File: src/rtl/vpa_pkg.sv
// Package for the variable partition allocator: constants, payload structs, FSM states.
// No dependencies.
`default_nettype none
package vpa_pkg;
  localparam int MaxSegments = 32;
  localparam int AddrBits    = 16;
  localparam int IdxBits     = $clog2(MaxSegments);
  localparam int CntBits     = $clog2(MaxSegments + 1);
  localparam int SizeBits    = AddrBits + 1;

  localparam logic [1:0] StatOk   = 2'd0;
  localparam logic [1:0] StatNoFit = 2'd1;
  localparam logic [1:0] StatFull = 2'd2;

  localparam logic [1:0] FitFirst = 2'd0;
  localparam logic [1:0] FitBest  = 2'd1;
  localparam logic [1:0] FitWorst = 2'd2;

  localparam logic OpAlloc = 1'b0;
  localparam logic OpFree  = 1'b1;

  localparam logic [1:0] RegTotal = 2'd0;
  localparam logic [1:0] RegFit   = 2'd1;
  localparam logic [1:0] RegSlack = 2'd2;

  typedef struct packed {
    logic        opcode;
    logic [16:0] req_size;
    logic [15:0] block_start;
  } in_item_t;

  typedef struct packed {
    logic [1:0]  status;
    logic [15:0] grant_start;
    logic [16:0] grant_size;
    logic [5:0]  free_count;
  } out_item_t;

  typedef struct packed {
    logic [AddrBits-1:0] start;
    logic [SizeBits-1:0] size;
  } seg_t;

  typedef enum logic [3:0] {
    S_IDLE, S_ASCAN, S_AWAIT, S_AWRITE, S_REMOVE,
    S_FCOUNT, S_FSCAN, S_FWRITE, S_DONE
  } state_t;
endpackage
`default_nettype wire

File: src/rtl/vpa_seg_ram.sv
// Segment table memory: one write port, one registered read port.
// Depends on vpa_pkg.
`default_nettype none
module vpa_seg_ram (
  input  wire logic                   clk,
  input  wire logic                   we,
  input  wire logic [vpa_pkg::IdxBits-1:0] waddr,
  input  wire vpa_pkg::seg_t          wdata,
  input  wire logic [vpa_pkg::IdxBits-1:0] raddr,
  output vpa_pkg::seg_t               rdata
);
  import vpa_pkg::*;
  seg_t mem [MaxSegments];
  always_ff @(posedge clk) begin
    if (we) mem[waddr] <= wdata;
    rdata <= mem[raddr];
  end
endmodule
`default_nettype wire

File: src/rtl/variable_partition_allocator.sv
// Variable partition allocator top level: APB registers, sequencer, segment RAM.
// Depends on vpa_pkg and vpa_seg_ram.
// Sequence from input accept to out_valid: allocate scans the free segments,
// then closes the gap when a whole segment is granted; free makes a count pass
// and then a write-back pass, stops after the count pass on table overflow, and skips both for a zero-size free.
// One item in flight; a new item is accepted only once the result has been taken.
// Reset: registers 1024/0/10; entry 0 is written as [0,1024) while rst is held.
`default_nettype none
module variable_partition_allocator (
  input  wire logic               clk,
  input  wire logic               rst,
  input  wire logic               in_valid,
  output logic                    in_ready,
  input  wire vpa_pkg::in_item_t  in_item,
  output logic                    out_valid,
  input  wire logic               out_ready,
  output vpa_pkg::out_item_t      out_item,
  input  wire logic               psel,
  input  wire logic               penable,
  input  wire logic               pwrite,
  input  wire logic [3:0]         paddr,
  input  wire logic [31:0]        pwdata,
  output logic [31:0]             prdata,
  output logic                    pready
);
  import vpa_pkg::*;

  localparam logic [SizeBits-1:0] Span = SizeBits'(1) << AddrBits;
  localparam logic [16:0] DefaultTotal = 17'd1024;

  // configuration
  logic [16:0] total_size;
  logic [1:0]  fit_policy;
  logic [15:0] slack_limit;
  logic        cfg_wr;
  logic [1:0]  cfg_idx;
  assign pready  = 1'b1;
  assign cfg_idx = paddr[3:2];
  assign cfg_wr  = psel && penable && pwrite;

  always_comb begin
    case (cfg_idx)
      RegTotal: prdata = {15'd0, total_size};
      RegFit:   prdata = {30'd0, fit_policy};
      RegSlack: prdata = {16'd0, slack_limit};
      default:  prdata = 32'd0;
    endcase
  end

  // sequencer registers
  state_t state, state_next;
  logic [CntBits-1:0] count;        // number of valid segments
  in_item_t req;
  logic [CntBits-1:0] idx;          // scan read index
  logic [CntBits-1:0] pos;          // index of data in rdata
  logic               rd_live;      // rdata holds entry pos
  logic               found;
  logic [IdxBits-1:0] pick;
  seg_t               pick_seg;
  out_item_t          res;
  // free merge state
  logic [AddrBits-1:0] fstart;
  logic [SizeBits-1:0] fsize;
  logic                placed;
  logic [CntBits:0]    mcount;      // merged output count
  seg_t                acc;         // pending merged segment
  logic                acc_v;
  logic [CntBits-1:0]  widx;
  logic                counting;    // free first pass (dry run)

  // RAM
  logic               we;
  logic [IdxBits-1:0] waddr, raddr;
  seg_t               wdata, rdata;
  vpa_seg_ram u_ram (.clk, .we, .waddr, .wdata, .raddr, .rdata);

  assign in_ready  = (state == S_IDLE);
  assign out_valid = (state == S_DONE);
  assign out_item  = res;

  // candidate for the free merge stream: next element in address order.
  // The released block goes in before the first entry that starts above it,
  // or at the end once every entry has been read.
  seg_t nxt;
  logic nxt_v, take_new, sp_end, scan_end, full_hit;
  logic [SizeBits-1:0] acc_end;
  always_comb begin
    take_new = 1'b0;
    nxt_v = 1'b0;
    nxt = '0;
    if (!placed && (rd_live ? (rdata.start > fstart) : (idx >= count))) begin
      take_new = 1'b1;
      nxt_v = 1'b1;
      nxt.start = fstart;
      nxt.size  = fsize;
    end else if (rd_live) begin
      nxt_v = 1'b1;
      nxt = rdata;
    end
    acc_end  = SizeBits'(acc.start) + acc.size;
    sp_end   = acc_v && (acc_end == SizeBits'(nxt.start));
    scan_end = !nxt_v && (idx >= count) && !rd_live;
    full_hit = mcount > (CntBits+1)'(MaxSegments);
  end

  logic [SizeBits-1:0] fsz_cut, span_room, left;
  always_comb begin
    span_room = Span - SizeBits'(in_item.block_start);
    fsz_cut   = (in_item.req_size > span_room) ? span_room : in_item.req_size;
    left      = pick_seg.size - req.req_size;
  end

  always_comb begin
    state_next = state;
    case (state)
      S_IDLE:   if (in_valid) state_next = (in_item.opcode == OpAlloc) ? S_ASCAN : S_FCOUNT;
      S_ASCAN:  if (!rd_live && idx >= count) state_next = S_AWAIT;
      S_AWAIT:  state_next = S_AWRITE;
      S_AWRITE: begin
        // whole-segment grant closes the gap before the result goes out
        if (found && left <= SizeBits'(slack_limit)) state_next = S_REMOVE;
        else state_next = S_DONE;
      end
      S_REMOVE: if (idx >= count) state_next = S_DONE;
      S_FCOUNT: state_next = (fsize != '0) ? S_FSCAN : S_DONE;
      S_FSCAN: begin
        if (scan_end) begin
          if (!counting) state_next = S_FWRITE;
          else if (full_hit) state_next = S_DONE;
        end
      end
      S_FWRITE: state_next = S_DONE;
      S_DONE:   if (out_ready) state_next = S_IDLE;
      default:  state_next = S_IDLE;
    endcase
  end

  always_comb begin
    we = 1'b0;
    waddr = widx[IdxBits-1:0];
    wdata = acc;
    // re-read the held entry when the released block is slotted in ahead of it
    raddr = (state == S_FSCAN && take_new && rd_live) ? pos[IdxBits-1:0] : idx[IdxBits-1:0];
    if (rst) begin
      we = 1'b1;
      waddr = '0;
      wdata.start = '0;
      wdata.size = DefaultTotal;
    end else if (cfg_wr && cfg_idx == RegTotal) begin
      we = 1'b1;
      waddr = '0;
      wdata.start = '0;
      wdata.size = (pwdata[16:0] > Span) ? Span : pwdata[16:0];
    end else if (state == S_AWRITE && found && left > SizeBits'(slack_limit)) begin
      we = 1'b1;
      waddr = pick;
      wdata.start = pick_seg.start + req.req_size[AddrBits-1:0];
      wdata.size = left;
    end else if (state == S_REMOVE && rd_live) begin
      we = 1'b1;
      waddr = pos[IdxBits-1:0] - 1'b1;
      wdata = rdata;
    end else if (state == S_FSCAN && !counting && nxt_v && !sp_end && acc_v) begin
      we = 1'b1;
      wdata = acc;
    end else if (state == S_FWRITE && acc_v) begin
      we = 1'b1;
      wdata = acc;
    end
  end

  always_ff @(posedge clk) begin
    if (rst) begin
      state <= S_IDLE;
      total_size <= DefaultTotal;
      fit_policy <= FitFirst;
      slack_limit <= 16'd10;
      count <= CntBits'(1);
      rd_live <= 1'b0;
      idx <= '0;
    end else begin
      state <= state_next;
      if (cfg_wr) begin
        case (cfg_idx)
          RegTotal: begin
            total_size <= pwdata[16:0];
            count <= (pwdata[16:0] == 17'd0) ? '0 : CntBits'(1);
          end
          RegFit:   fit_policy <= pwdata[1:0];
          RegSlack: slack_limit <= pwdata[15:0];
          default: ;
        endcase
      end
      case (state)
        S_IDLE: if (in_valid) begin
          req <= in_item;
          fstart <= in_item.block_start;
          fsize <= fsz_cut;
          idx <= '0;
          rd_live <= 1'b0;
          found <= 1'b0;
          placed <= 1'b0;
          acc_v <= 1'b0;
          mcount <= '0;
          widx <= '0;
          counting <= 1'b1;
          res <= '0;
        end
        S_ASCAN: begin
          rd_live <= (idx < count);
          pos <= idx;
          if (idx < count) idx <= idx + 1'b1;
          if (rd_live && rdata.size >= req.req_size && req.req_size != '0) begin
            if (!found ||
                (fit_policy == FitBest && rdata.size < pick_seg.size) ||
                (fit_policy == FitWorst && rdata.size > pick_seg.size)) begin
              if (!found || fit_policy == FitBest || fit_policy == FitWorst) begin
                found <= 1'b1;
                pick <= pos[IdxBits-1:0];
                pick_seg <= rdata;
              end
            end
          end
        end
        S_AWAIT: ;
        S_AWRITE: begin
          if (!found) begin
            res.status <= StatNoFit;
            res.free_count <= 6'(count);
          end else begin
            res.status <= StatOk;
            res.grant_start <= pick_seg.start;
            if (left <= SizeBits'(slack_limit)) begin
              res.grant_size <= pick_seg.size;
              res.free_count <= 6'(count - 1'b1);
              idx <= CntBits'(pick) + 1'b1;
              rd_live <= 1'b0;
            end else begin
              res.grant_size <= req.req_size;
              res.free_count <= 6'(count);
            end
          end
        end
        S_REMOVE: begin
          rd_live <= (idx < count);
          pos <= idx;
          if (idx < count) idx <= idx + 1'b1;
          else count <= count - 1'b1;
        end
        S_FCOUNT: begin
          // zero-size free: done immediately with table untouched
          res.free_count <= 6'(count);
        end
        S_FSCAN: begin
          // entry in rdata stays put while the released block is taken
          if (!(take_new && rd_live)) begin
            rd_live <= (idx < count);
            pos <= idx;
            if (idx < count) idx <= idx + 1'b1;
          end
          if (take_new) placed <= 1'b1;
          if (nxt_v) begin
            if (sp_end) acc.size <= acc.size + nxt.size;
            else begin
              acc <= nxt;
              acc_v <= 1'b1;
              mcount <= mcount + 1'b1;
              if (acc_v && !counting) widx <= widx + 1'b1;
            end
          end
          if (scan_end && counting) begin
            if (full_hit) begin
              res.status <= StatFull;
            end else begin
              counting <= 1'b0;
              idx <= '0;
              placed <= 1'b0;
              acc_v <= 1'b0;
              mcount <= '0;
              widx <= '0;
            end
          end
        end
        S_FWRITE: begin
          count <= mcount[CntBits-1:0];
          res.free_count <= 6'(mcount);
          res.status <= StatOk;
        end
        default: ;
      endcase
    end
  end

  assert property (@(posedge clk) disable iff (rst) count <= CntBits'(MaxSegments))
    else $error("segment count overflow");
  assert property (@(posedge clk) disable iff (rst) out_valid |-> !in_ready)
    else $error("accept while result pending");
  assert property (@(posedge clk) disable iff (rst)
    (out_valid && res.status != StatOk) |-> (res.grant_size == '0))
    else $error("grant on failure");
endmodule
`default_nettype wire

File: config.mk
export PLATFORM = sky130hd
export DESIGN_NAME = variable_partition_allocator
export DESIGN_NICKNAME = d
export VERILOG_FILES = /design/src/rtl/vpa_pkg.sv /design/src/rtl/vpa_seg_ram.sv /design/src/rtl/variable_partition_allocator.sv
export SDC_FILE = /design/constraint.sdc
export NUM_CORES = 2
export LEC_CHECK = 0
export BUFFER_PORTS_ARGS = -buffer_cell sky130_fd_sc_hd__buf_2
export CAP_MARGIN = 10
export CORE_MARGIN = 2
export CORE_UTILIZATION = 55
export DETAILED_ROUTE_END_ITERATION = 12
export HOLD_SLACK_MARGIN = 0.1
export PLACE_DENSITY = 0.7
export REMOVE_ABC_BUFFERS = 1
export SLEW_MARGIN = 20
export SYNTH_ARGS = -nofsm -noshare
export SYNTH_HDL_FRONTEND = slang
export SYNTH_SLANG_ARGS = --single-unit
File: constraint.sdc
create_clock -name clk -period 20.2 [get_ports clk]
set_clock_uncertainty 0.1 [all_clocks]
set_input_delay 1.01 -clock clk [delete_from_list [all_inputs] [get_ports clk]]
set_output_delay 1.01 -clock clk [all_outputs]
set_load 0.01 [all_outputs]
* Word level (Yosys, flattened, before mapping)
Memory sizes are Yosys's and may differ from the RTL's. A register that Yosys moved wholly into a read port is not among the register bits.
Cells that the tools add are included.
Widths: inputs -> output; s select.
** Word-level totals
- Word-level logic and storage cells :: 242
- Memories kept :: 1
- Output and inout bits :: 76
- Input bits :: 77
- Flip-flop bits (word level) :: 236
- Memory bits (writable) :: 1056
** Operators by class
- Mux-type cells :: 97
- Eq/ne operators :: 28
- Magnitude comparators :: 11
- Reduce and logical (&&, ||, !) cells :: 66
- Bitwise logic cells :: 2
- $add $sub $neg :: 11
** Memories
- u_ram.mem :: words 32, width 33, read ports 1, clocked after Yosys merged registers in 1, write ports 1, line vpa_seg_ram.sv:13 : seg_t mem [MaxSegments];
** Operator list (number)
- $mux 33 :: 7
- $mux 6 :: 16
- $pmux 33 s2 :: 1
- $mux 17 :: 3
- $pmux 17 s3 :: 1
- $pmux 6 s4 :: 2
- $mux 41 :: 1
- $mux 4 :: 9
- $pmux 4 s9 :: 1
- $mux 7 :: 5
- $gt 17x17->1 :: 2
- $reduce_bool 17->1 :: 2
- $mux 1 :: 31
- $mux 5 :: 6
- $logic_and 1x1->1 :: 26
- $pmux 6 s2 :: 2
- $mux 23 :: 1
- $ne 2x2->1 const B :: 11
- $reduce_and 5->1 :: 4
- $add 16x17->17 :: 1
- $add 17x17->17 :: 1
- $eq 17x16->1 :: 1
- $ge 17x17->1 :: 1
- $gt 17x16->1 :: 1
- 43 further kinds :: 79

* Depth between registers and ports, before layout
- Depth after elaboration :: 16
- Mapped depth :: 26
- Gate-level depth less buffers :: 24

* Hierarchy
A second synthesis with hierarchy kept.
** Second synthesis, totals
- Cell total of the unflattened synthesis :: 4294
- Area total of the unflattened synthesis :: 59150.5 µm²
** Modules (own cells, without submodules)
- vpa_seg_ram :: cells an instance 2332, area each 41813.9 µm², times used 1, seq. area each 32371.0 µm²
- variable_partition_allocator :: cells an instance 1962, area each 17336.6 µm², times used 1, seq. area each 6536.3 µm²

* Worst setup path after synthesis
OpenSTA, ideal clock, no wires.
- Kind :: flip-flop to flip-flop
- Start :: register req[17] (netlist bit)
- End :: memory u_ram.mem[28][0] (netlist bit), enable pin
- Stages on the path, launching flop included :: 25
- Path slack :: 11359 ps
- Buffers on the path :: 2
- Data required time :: 19582 ps
- Library setup time :: 518 ps
- Data arrival time :: 8223 ps
- Clock period less this slack :: 8841 ps
- Cell sequence :: edfxtp_1 -> inv_1 -> ha_1 -> nor2b_1 -> o21ai_0 -> nand2b_1 -> a21o_1 -> a31o_2 -> a211o_1 -> a31oi_1 -> o21ai_0 -> xor2_1 -> ha_1 -> inv_1 -> nor2_1 -> a2111oi_0 -> a31o_2 -> a41oi_1 -> a211oi_2 -> or2_2 -> clkbuf_1 -> clkbuf_1 -> nand3_1 -> a21oi_1 -> nor4b_1
** Between the ends
- Word-level cells in the longest chain between the ends :: 8
- Elaborated cells between the ends (all ways) :: 11
- Those cells by class :: add/sub (1); order compare (1); mux (8); reduce/logical (1)
** RTL lines
- from (decl) :: line variable_partition_allocator.sv:53 : in_item_t req;
- from (signal assigned) :: line variable_partition_allocator.sv:196 : req <= in_item;
- $sub 17x17->17 * :: line variable_partition_allocator.sv:110 : left = pick_seg.size - req.req_size;
- $gt 17x16->1 * :: line variable_partition_allocator.sv:154 : end else if (state == S_AWRITE && found && left > SizeBits'(slack_limit)) begin
- $logic_and 1x1->1 * :: line variable_partition_allocator.sv:154
- $mux 1 :: line variable_partition_allocator.sv:154
- $mux 1 :: line variable_partition_allocator.sv:149 : end else if (cfg_wr && cfg_idx == RegTotal) begin
- $mux 1 :: line variable_partition_allocator.sv:144 : if (rst) begin
- $mux 1 :: line vpa_seg_ram.sv:15 : if (we) mem[waddr] <= wdata;
- $mux 1 (implied by the code) :: line vpa_seg_ram.sv:15
- to (decl) :: line vpa_seg_ram.sv:13
Mark *: on every way between the ends. The rest lies on a longest branch, timed or not.

* Worst setup path after layout
- Start :: register req[17] (netlist bit)
- End :: memory u_ram.mem[9][28] (netlist bit), enable pin
Same word-level chain as after synthesis.

==> results.yml <==
run_status:
  status: "completed"
die:
  start_util_pct: 55.5
  die_y_um: 327
  coreArea_mm2: 0.104
  die_x_um: 327
  ios: 153
  dieArea_mm2: 0.107
  rows: 118
routing:
  first_pass_iters: 8
  ant_nets: 0
  drt_wl_total_mm: 163
  vias: 35000
  viasPerCell: 6.53
  routedWlPerCell_um: 30.4
  drtIter0Drc: 4537
  drc: 0
min_path:
  hold_path_class: "in -> reg"
  hold_end: "req[16]"
  hold_path.startpoint: "in_item[16]"
  holdPathStages: 1
power_and_ir_drop:
  ir_drop_mv: 0.0992
  power_density_mw_per_mm2: 118
  p_leak_uw: 0.0220
  power_uw: 7690
worst_setup_path:
  worstSetupStartpointType: "flip-flop"
  r2r-end: "u_ram.mem[9][28]"
  crit_buf_inv: 5
  cp.depth: 25
  reg2reg_slack_ns: 12.33
  max_stage_delay_ns: 0.71
  crit_slowest_cell: "nor3_4"
  cpMostUsedCell: "buf_4"
  path_max_fanout: 37
  crit_type: "reg -> reg"
  end_kind: "flip-flop"
  cp_top_family: "buffers and inverters"
  startpoint: "req[17]"
  crit_required_ns: 20.47
  r2r_start: "req[17]"
  reg2regPathDepth: 25
  arrival_ns: 8.13
placed_design:
  place_area_mm2: 0.0604
  globalplace.congestion: 0.944
  dpl.hpwl_mm: 102
  port_buffers: 119
layout:
  area_growth_pct: 12.9
  design_area_mm2: 0.0649
  final_util_pct: 62.6
  nFillCells: 7379
  nNetsFinal: 4100
  drive_gt1_share_pct: 20.5
cts:
  post_cts_resized: 0
  clock_sinks: 1324
  clk_path_buf_depth: 3
  clock_latency_ns: 0.76
  postCtsSetupRepairBufs: 0
  clk_pin_slew_ns: 0.06
  root_buffer: "clkbuf_16"
  postCtsHoldBufs: 0
  numCtsBuffers: 138
  cts_tree: "built"
  htree_levels: 4
sta:
  setup-violations-final: 0
  finalHoldViolCount: 0
  relSlewSlack_pct: 14.4
  maxSlewViolCount: 0
  rsz0062_at_grt: "false"
  fin_crit_sh_pct: 38.9
  finalSetupTns_ns: 0
  clock.fmax_mhz: 127
  period_needed_ns: 7.87
  worst_pin_slew_ns: 1.27
yosys:
  synth_cells: 3653
  synth.top_cell.area_share_pct: 64.7
  avgSynthCellArea_um2: 15.7
  synth_ff_type: "edfxtp_1"
  ys_warn_count: 0
  syn_area_mm2: 0.0575
  synth_largest_area_cell: "edfxtp_1"
  synth_area_leaders: "edfxtp_1, mux4_2, ha_1"
  synth-edff-count: 1239
  ys_seq_area_share_pct: 67.7
  async_flop_share_pct: 0
  synth_cell_types: 87
  ys_ff_latch: 1324
global_route:
  grt_max_degree: 99
  first_global_vias: 33200
  antenna_found_initial: 15
  grt_pass1_wl_mm: 233
  grt_overflow: 0
  grt_usage_pct: 30.4
run:
  drv_cap: 0
==> layer usage <==
metal  part of all wire [%]  global-route usage (%)  wire length [µm]
met1                     40                    43.7             64500
met2                     46                    46.8             75000
met3                    9.7                    4.83             15700
met4                    4.6                    13.1              7460
met5                      0                       0                 0
==> cell usage in the layout (no fill, tap or decap), drive strengths merged, types with 30 or more instances in the layout <==
cell type,count
dfxtp,85
nor3,68
mux2i,40
mux4,264
o21ai,107
clkinv,55
buf,237
nand4,34
edfxtp,1239
nor4,55
nand2,263
nand3,89
xnor2,58
xor2,30
a21oi,190
nor2,181
ha,160
inv,136
clkbuf,173
o22ai,137
==> Yosys cell counts (11+ instances only) <==
master       n
a211oi_1    13
a21o_1      26
a21oi_1    189
a311oi_1    14
and2_1      27
and3_1      11
buf_1       22
buf_2       28
buf_4       41
clkbuf_1    90
dfxtp_1     85
edfxtp_1  1239
ha_1       160
inv_1      125
mux2i_1     40
mux4_2     264
nand2_1    263
nand2b_1    19
nand3_1     89
nand4_1     33
nor2_1     180
nor2b_1     20
nor3_1      68
nor3b_1     13
nor4_1      54
o211ai_1    11
o21a_1      24
o21ai_0     97
o22ai_1    137
or3_1       26
xnor2_1     58
xor2_1      30
==> worst max-delay path by stage <==
stage	endpoint	slack, ns
2_1_floorplan	u_ram.rdata[0]	-6.96
3_3_place_gp	u_ram.mem[9][25]	12.15
3_5_place_dp	u_ram.mem[9][20]	12.41
4_1_cts	u_ram.mem[9][24]	12.38
5_1_grt	u_ram.mem[9][24]	11.94
6_report	u_ram.mem[9][28]	12.33
==> area by class of cell <==
cell class	count	area (µm²)	share of cell area, %
Clock buffer	173	3660	5.63
Timing Repair Buffer	237	1520	2.34
Sequential cell	1324	38900	59.9
Antenna cell	4	10.0	0.0154
Tap cell	1380	1730	2.66
Multi-Input combinational cell	2033	17900	27.6
Clock inverter	80	753	1.16
Inverter	125	469	0.723
==> report_power, final <==
group | switching (µW) | internal, µW | total [µW]
clock | 1070 | 1410 | 2480
sequential | 174 | 3180 | 3350
combinational | 1110 | 739 | 1850
==> per-stage QoR <==
stage | hold slack, ns | setup slack [ns] | instances
after floorplan | 0.325 | -6.96 | 3482
after global placement | 0.340 | 12.15 | 5096
after detailed placement | 0.345 | 12.41 | 5098
after CTS | 0.315 | 12.38 | 5351
after global routing | 0.335 | 11.94 | 5352
final | 0.352 | 12.33 | 5356
==> flip-flops by register name, indices dropped and copies added, names as in the netlist, 2 cells and up <==
signal       count
slack_limit     16
req             17
pick_seg        33
u_ram.rdata     33
fsize           17
mcount           7
total_size      17
idx              6
u_ram.mem     1056
pos              5
count            6
widx             5
acc             33
state            4
pick             5
fit_policy       2
fstart          16
out_item        41
==> kinds of logic (layout without fill, tap and decap cells) <==
logic type	count (synthesis)	in the layout	share of synthesized area [%]
compound gates	618	618	6.76
xor+xnor	88	88	1.34
fa+ha+maj	164	164	3.62
buf+inv	310	615	2.40
flops	1324	1324	67.7
mux	314	314	11.2
other cells	2	20	0.0131
simple gates	833	833	6.95
==> worst register-to-register path, stage by stage (launching register included) <==
cell       delay [ns]
edfxtp_1         0.69
inv_1            0.17
ha_1             0.32
nor2b_1          0.12
o21ai_0          0.18
nand2b_1         0.12
a21o_1           0.21
a31o_2           0.27
a211o_1          0.28
and2_1           0.15
xor2_1           0.33
ha_1             0.32
nand4_1          0.17
nor2_1           0.06
a2111oi_0        0.43
a31o_2           0.23
a41oi_1          0.07
a211oi_4         0.19
buf_4            0.40
or2_2            0.19
buf_4            0.49
mux2i_1          0.30
buf_4            0.20
nand2_1          0.15
nor3_4           0.72
buf_4            0.61
(Power assumes the default switching activity.)
